[src/sv/thm_pkg.sv]
`timescale 1ns / 1ps
// Shared constants, command and status types and saturation helper
// for the tridiagonal solver. No dependencies.
package thm_pkg;

  localparam int unsigned ROWS_MAX_DEF = 63;
  localparam int unsigned DATA_W       = 32;
  localparam int unsigned ROW_W        = 6;
  localparam int unsigned FRAC_W       = 16;
  localparam int unsigned NUM_W        = 64;
  localparam int unsigned QMAG_W       = 36;
  localparam int unsigned Q_W          = QMAG_W + 1;
  localparam int unsigned MUL_W        = DATA_W + 1;
  localparam int unsigned SATIN_W      = 40;

  localparam logic [2:0] MUL_NONE = 3'd0;
  localparam logic [2:0] MUL_AC   = 3'd1;
  localparam logic [2:0] MUL_AG   = 3'd2;
  localparam logic [2:0] MUL_GK   = 3'd3;
  localparam logic [2:0] MUL_BG   = 3'd4;
  localparam logic [2:0] MUL_BS   = 3'd5;

  localparam logic [2:0] DIV_NONE = 3'd0;
  localparam logic [2:0] DIV_PIVS = 3'd1;
  localparam logic [2:0] DIV_PPIV = 3'd2;
  localparam logic [2:0] DIV_PK   = 3'd3;
  localparam logic [2:0] DIV_BG   = 3'd4;
  localparam logic [2:0] DIV_BS   = 3'd5;

  localparam logic [2:0] UPD_NONE = 3'd0;
  localparam logic [2:0] UPD_BSUB = 3'd1;
  localparam logic [2:0] UPD_GSUB = 3'd2;
  localparam logic [2:0] UPD_GADD = 3'd3;
  localparam logic [2:0] UPD_PIV  = 3'd4;
  localparam logic [2:0] UPD_U    = 3'd5;

  typedef logic signed [DATA_W-1:0] val_t;

  typedef struct packed {
    logic       ovf;
    logic signed [DATA_W-1:0] val;
  } sat_t;

  typedef struct packed {
    logic       take;
    logic [2:0] mul_op;
    logic [2:0] div_op;
    logic [2:0] upd_op;
    logic       row_wr;
    logic       back_next;
    logic       emit_init;
    logic       emit_next;
    logic       out_load;
  } cmd_t;

  typedef struct packed {
    logic div_done;
    logic div_busy;
    logic mode;
    logic k_zero;
    logic last_eff;
    logic idx_one;
  } stat_t;

  function automatic sat_t sat_val(input logic signed [SATIN_W-1:0] v);
    sat_t r;
    logic signed [SATIN_W-1:0] hi;
    logic signed [SATIN_W-1:0] lo;
    hi = {{(SATIN_W - DATA_W + 1){1'b0}}, {(DATA_W - 1){1'b1}}};
    lo = ~hi;
    r.ovf = 1'b0;
    r.val = v[DATA_W-1:0];
    if (v > hi) begin
      r.ovf = 1'b1;
      r.val = hi[DATA_W-1:0];
    end else if (v < lo) begin
      r.ovf = 1'b1;
      r.val = lo[DATA_W-1:0];
    end
    return r;
  endfunction

endpackage

[src/sv/thm_ctrl.sv]
`timescale 1ns / 1ps
// Solver controller: sequences elimination, back substitution and word
// output, and owns both handshakes. Depends on thm_pkg.
module thm_ctrl (
  input  logic           clk,
  input  logic           rst_n,
  input  logic           in_valid,
  output logic           in_ready,
  output logic           out_valid,
  input  logic           out_ready,
  input  thm_pkg::stat_t stat,
  output thm_pkg::cmd_t  cmd
);

  localparam logic [3:0] S_IDLE = 4'd0;
  localparam logic [3:0] S_ROW  = 4'd1;
  localparam logic [3:0] S_MUL1 = 4'd2;
  localparam logic [3:0] S_DIV1 = 4'd3;
  localparam logic [3:0] S_W1   = 4'd4;
  localparam logic [3:0] S_MUL2 = 4'd5;
  localparam logic [3:0] S_DIV2 = 4'd6;
  localparam logic [3:0] S_W2   = 4'd7;
  localparam logic [3:0] S_WR   = 4'd8;
  localparam logic [3:0] S_BRD  = 4'd9;
  localparam logic [3:0] S_BMUL = 4'd10;
  localparam logic [3:0] S_BDIV = 4'd11;
  localparam logic [3:0] S_BW   = 4'd12;
  localparam logic [3:0] S_ERD  = 4'd13;
  localparam logic [3:0] S_EOUT = 4'd14;

  logic [3:0] state_r, state_nxt;
  logic       out_valid_r, out_valid_nxt;

  always_comb begin
    cmd           = '0;
    state_nxt     = state_r;
    out_valid_nxt = out_valid_r && !out_ready;
    in_ready      = state_r == S_IDLE;
    unique case (state_r)
      S_IDLE: begin
        if (in_valid) begin
          cmd.take  = 1'b1;
          state_nxt = S_ROW;
        end
      end
      S_ROW: begin
        if (stat.mode) begin
          cmd.div_op = thm_pkg::DIV_PIVS;
          state_nxt  = S_W1;
        end else if (stat.k_zero) begin
          state_nxt = S_WR;
        end else begin
          state_nxt = S_MUL1;
        end
      end
      S_MUL1: begin
        cmd.mul_op = thm_pkg::MUL_AC;
        state_nxt  = S_DIV1;
      end
      S_DIV1: begin
        cmd.div_op = thm_pkg::DIV_PPIV;
        state_nxt  = S_W1;
      end
      S_W1: begin
        if (stat.div_done) begin
          cmd.upd_op = stat.mode ? thm_pkg::UPD_PIV : thm_pkg::UPD_BSUB;
          state_nxt  = (stat.mode && stat.k_zero) ? S_WR : S_MUL2;
        end
      end
      S_MUL2: begin
        cmd.mul_op = stat.mode ? thm_pkg::MUL_GK : thm_pkg::MUL_AG;
        state_nxt  = S_DIV2;
      end
      S_DIV2: begin
        cmd.div_op = stat.mode ? thm_pkg::DIV_PK : thm_pkg::DIV_PPIV;
        state_nxt  = S_W2;
      end
      S_W2: begin
        if (stat.div_done) begin
          cmd.upd_op = stat.mode ? thm_pkg::UPD_GADD : thm_pkg::UPD_GSUB;
          state_nxt  = S_WR;
        end
      end
      S_WR: begin
        cmd.row_wr = 1'b1;
        state_nxt  = stat.last_eff ? S_BRD : S_IDLE;
      end
      S_BRD: state_nxt = S_BMUL;
      S_BMUL: begin
        cmd.mul_op = stat.mode ? thm_pkg::MUL_BS : thm_pkg::MUL_BG;
        state_nxt  = S_BDIV;
      end
      S_BDIV: begin
        cmd.div_op = stat.mode ? thm_pkg::DIV_BS : thm_pkg::DIV_BG;
        state_nxt  = S_BW;
      end
      S_BW: begin
        if (stat.div_done) begin
          cmd.upd_op = thm_pkg::UPD_U;
          if (stat.idx_one) begin
            cmd.emit_init = 1'b1;
            state_nxt     = S_ERD;
          end else begin
            cmd.back_next = 1'b1;
            state_nxt     = S_BRD;
          end
        end
      end
      S_ERD: state_nxt = S_EOUT;
      S_EOUT: begin
        if (!out_valid_r || out_ready) begin
          cmd.out_load  = 1'b1;
          out_valid_nxt = 1'b1;
          if (stat.idx_one) begin
            state_nxt = S_IDLE;
          end else begin
            cmd.emit_next = 1'b1;
            state_nxt     = S_ERD;
          end
        end
      end
      default: state_nxt = S_IDLE;
    endcase
  end

  always_ff @(posedge clk) begin
    if (!rst_n) begin
      state_r     <= S_IDLE;
      out_valid_r <= 1'b0;
    end else begin
      state_r     <= state_nxt;
      out_valid_r <= out_valid_nxt;
    end
  end

  assign out_valid = out_valid_r;

endmodule
[config.mk]
export PLATFORM = sky130hd
export DESIGN_NAME = thm_ctrl
export DESIGN_NICKNAME = d
export VERILOG_FILES = /design/src/sv/thm_pkg.sv /design/src/sv/thm_ctrl.sv
export SDC_FILE = /design/constraint.sdc
export NUM_CORES = 1
export LEC_CHECK = 0
export BUFFER_PORTS_ARGS = -buffer_cell sky130_fd_sc_hd__buf_4
export CAP_MARGIN = 20
export CELL_PAD_IN_SITES_DETAIL_PLACEMENT = 1
export CELL_PAD_IN_SITES_GLOBAL_PLACEMENT = 1
export CORE_MARGIN = 2
export CORE_UTILIZATION = 26
export DETAILED_ROUTE_END_ITERATION = 8
export GPL_TIMING_DRIVEN = 0
export PLACE_DENSITY_LB_ADDON = 0.1
export REMOVE_ABC_BUFFERS = 1
export SLEW_MARGIN = 0
export SYNTH_ARGS = -nofsm -noshare
export SYNTH_HDL_FRONTEND = slang
export SYNTH_SLANG_ARGS = --single-unit
[constraint.sdc]
create_clock -name clk -period 1.65 [get_ports clk]
set_clock_uncertainty 0.15 [all_clocks]
set_input_delay 0 -clock clk [delete_from_list [all_inputs] [get_ports clk]]
set_output_delay 0 -clock clk [all_outputs]
set_load 0.02 [all_outputs]
==> impl_metrics.py <==
metrics = {
    "yosys": {
        "ys.flop_type": "dfxtp_1",
        "synth_top_cell_by_area": "dfxtp_1",
        "synth_commonest_cells": "nor2_1 (13), nor3_1 (10), nand2_1 (9)",
        "yosysUniqueCellTypes": 34,
        "synth_area_um2": 623.1,
        "ys_async_sr_fraction": 0,
        "yosysMostFrequentCell": "nor2_1",
        "synth_top_cell_area_share": 0.1606,
        "synthTopCellsByArea": "dfxtp_1 (16%), nor3_1 (8.0%), nor2_1 (7.8%)",
        "yosysSeqAreaShare": 0.1606,
        "ys_ff_latch": 5,
        "synth_cells": 97,
        "synth-edff-count": 0,
        "synth-warning-count": 0,
        "syn_avg_cell_area_um2": 6.424,
    },
    "setup_path": {
        "crit_family": "simple AND/OR/NAND/NOR gates",
        "slowest_stage": "dfxtp_4",
        "slowest_delay_ns": 0.45,
        "timing.reg2reg.setup_slack_ns": 0.04,
        "cp.arrival_ns": 1.60,
        "crit_type": "reg -> reg",
        "path_max_fanout": 13,
        "end_kind": "flip-flop",
        "cp.required_ns": 1.64,
        "r2r_start": "state_r[1]$_SDFFE_PN0P_",
        "path_buf_inv": 0,
        "r2r_cells": 5,
        "start_kind": "flip-flop",
        "critical_path.cell_chain": "nand2_1 -> or3_1 -> a21oi_2 -> nor3_2 -> a32o_1",
        "r2r_end": "state_r[0]$_SDFFE_PN0P_",
    },
    "sta": {
        "slew_viol_final": 0,
        "fmax_ghz": 0.6212,
        "finalCritPeriodShare": 0.9756,
        "finalCriticalPeriod_ns": 1.610,
        "finalSetupViolCount": 0,
        "rsz0062_at_grt": "yes",
        "max_slew_margin": 0.8152,
        "fin_setup_tns_ns": 0,
        "finalHoldViolations": 0,
        "worst_pin_slew_ns": 0.2766,
        "fin_ws_ns": 0.04032,
    },
    "clocking": {
        "h-tree-depth": 1,
        "cts_sinks": 5,
        "clk_latency_ns": 0.25,
        "cts_max_path_buffers": 2,
        "cts.clk_slew.worst_paths_ns": 0.05,
        "cts_buffers": 3,
        "clock-root-buffer": "clkbuf_4",
        "cts_tree": "built",
    },
    "placed_design": {
        "gp_congestion": 0.7503,
        "place_area_um2": 805.8,
        "place_hpwl_mm": 1.491,
        "place_ws_ns": -0.4174,
        "numPortBuffers": 25,
        "dpl.cell_count": 143,
    },
    "route": {
        "drt_pass1_iterations": 4,
        "vias_per_cell": 5.384,
        "drc": 0,
        "postRouteWirelength_mm": 2.473,
        "wire_per_inst_um": 15.55,
        "drt_iter0_drc": 14,
        "antenna_left": 0,
        "via_count": 856,
    },
    "final_layout": {
        "layout.cells.non_filler": 159,
        "nets": 142,
        "drive_gt1_frac": 0.4504,
        "post-route-cell-area_mm2": 0.001013,
        "fillers": 292,
        "multiInputGateArea_um2": 521.8,
        "ff_latch_area_um2": 115.1,
        "syn_to_final_growth_pct": 62.65,
        "antennaDiodeCount": 0,
    },
    "power": {
        "peakVddDrop_uv": 406.8,
        "powerDensity_mw_per_mm2": 805.6,
        "leakagePower_nw": 0.4220,
    },
    "worst_hold_path": {
        "whs_endpoint": "out_valid$_SDFF_PN0_",
        "hold_class": "in -> reg",
        "worstHoldStart": "out_ready",
        "whs_path_depth": 4,
    },
    "grt": {
        "grt_overflow": 0,
        "grtUsageTotal": 0.1847,
        "grt_start_max_net_pins": 17,
        "antenna_found_initial": 0,
        "grt_pass1_vias": 768,
        "grt_pass1_wl_mm": 3.815,
    },
    "die": {
        "rows": 17,
        "top_level_ports": 27,
        "core_mm2": 0.002233,
        "fp.dieW_um": 52.96,
        "initial_core_util": 0.2790,
        "design.die.area_mm2": 0.002804,
        "die_y_um": 52.96,
    },
    "status": {
        "status": "finished, final reports clean",
    },
    "run": {
        "max_cap_violations": 0,
    },
}
-- routing by layer --
layer,up-vias,share of wire,GRT usage
met4,0,0.0044,0.03846
met1,414,0.48,0.2525
met2,18,0.49,0.3063
li1,422,-,-
met3,2,0.031,0.02542
met5,-,0,0
-- where the power goes --
group / switching (W) / internal (W)
Sequential: 0.0000621 / 0.000142
Clock: 0.0000615 / 0.0000921
Combinational: 0.000245 / 0.000213
-- worst max-delay path by stage --
| stage | startpoint | end | cells past startpoint |
|---|---|---|---|
| finish | state_r[1]$_SDFFE_PN0P_ | state_r[0]$_SDFFE_PN0P_ | 5 |
| global route | state_r[1]$_SDFFE_PN0P_ | state_r[0]$_SDFFE_PN0P_ | 5 |
| CTS | state_r[1]$_SDFFE_PN0P_ | cmd[7] | 4 |
| floorplan | state_r[3]$_SDFFE_PN0P_ | cmd[1] | 3 |
| detailed placement | state_r[1]$_SDFFE_PN0P_ | state_r[0]$_SDFFE_PN0P_ | 5 |
| global placement | state_r[1]$_SDFFE_PN0P_ | state_r[3]$_SDFFE_PN0P_ | 5 |
-- cell usage in the layout (no fill, tap or decap), types with 2 or more instances in the layout --
cell	instances
nand2b_1	2
clkbuf_4	3
inv_4	2
nand2_1	7
nor3_1	8
or3_1	2
a32o_1	2
dfxtp_4	4
a31oi_1	3
buf_4	33
nor2b_1	2
o21ai_0	6
nor3_2	3
a21oi_1	5
inv_1	3
nor2_1	13
and2_1	3
nand3_1	4
buf_6	3
-- repair_timing --
| action | in CTS | in global routing |
|---|---|---|
| hold buffers | 1 | 0 |
| gates resized for setup | 11 | 18 |
| setup buffers | 8 | 3 |
| setup endpoints to repair | 20 | 9 |
| pin swaps | 0 | 7 |
| hold endpoints to repair | 5 | 0 |
| cloned | 0 | 0 |
-- worst register-to-register path, cell delays in order, from the launching register on --
cell	delay, ns
dfxtp_4	0.45
nand2_1	0.09
or3_1	0.32
a21oi_2	0.20
nor3_2	0.07
a32o_1	0.20
-- final cells by class --
class                      instances  area share
clock buffer                       4     0.02593
sequential                         5      0.1136
inverter                           5     0.02346
timing repair buffer              37      0.2877
multi-input combinational         80      0.5148
tap                               28     0.03457
-- state kept, by name (all words and copies together), names as in the netlist --
name and flops:
out_valid 1, state_r 4
-- cell families (layout without fill, tap and decap cells) --
group / Yosys count / in the layout / share of synthesized area
AO/OA/AOI/OAI: 25 / 25 / 0.2671
flip-flops: 5 / 5 / 0.1606
AND/OR/NAND/NOR: 53 / 53 / 0.4478
multiplexers: 1 / 1 / 0.01606
buffers and inverters: 12 / 46 / 0.09435
XOR/XNOR: 1 / 1 / 0.01406
-- stage by stage --
stage	power, W	util	hold WS [ns]
after floorplan	0.0004191	-	-0.06133
after global placement	0.0005500	0.3608	0.1104
after detailed placement	0.0005538	0.3608	0.1207
after CTS	0.0007582	0.4146	0.05979
after global routing	0.0008862	0.4538	0.08666
final	0.0008165	0.4538	0.06298
Power figures use the tool's default switching activity.
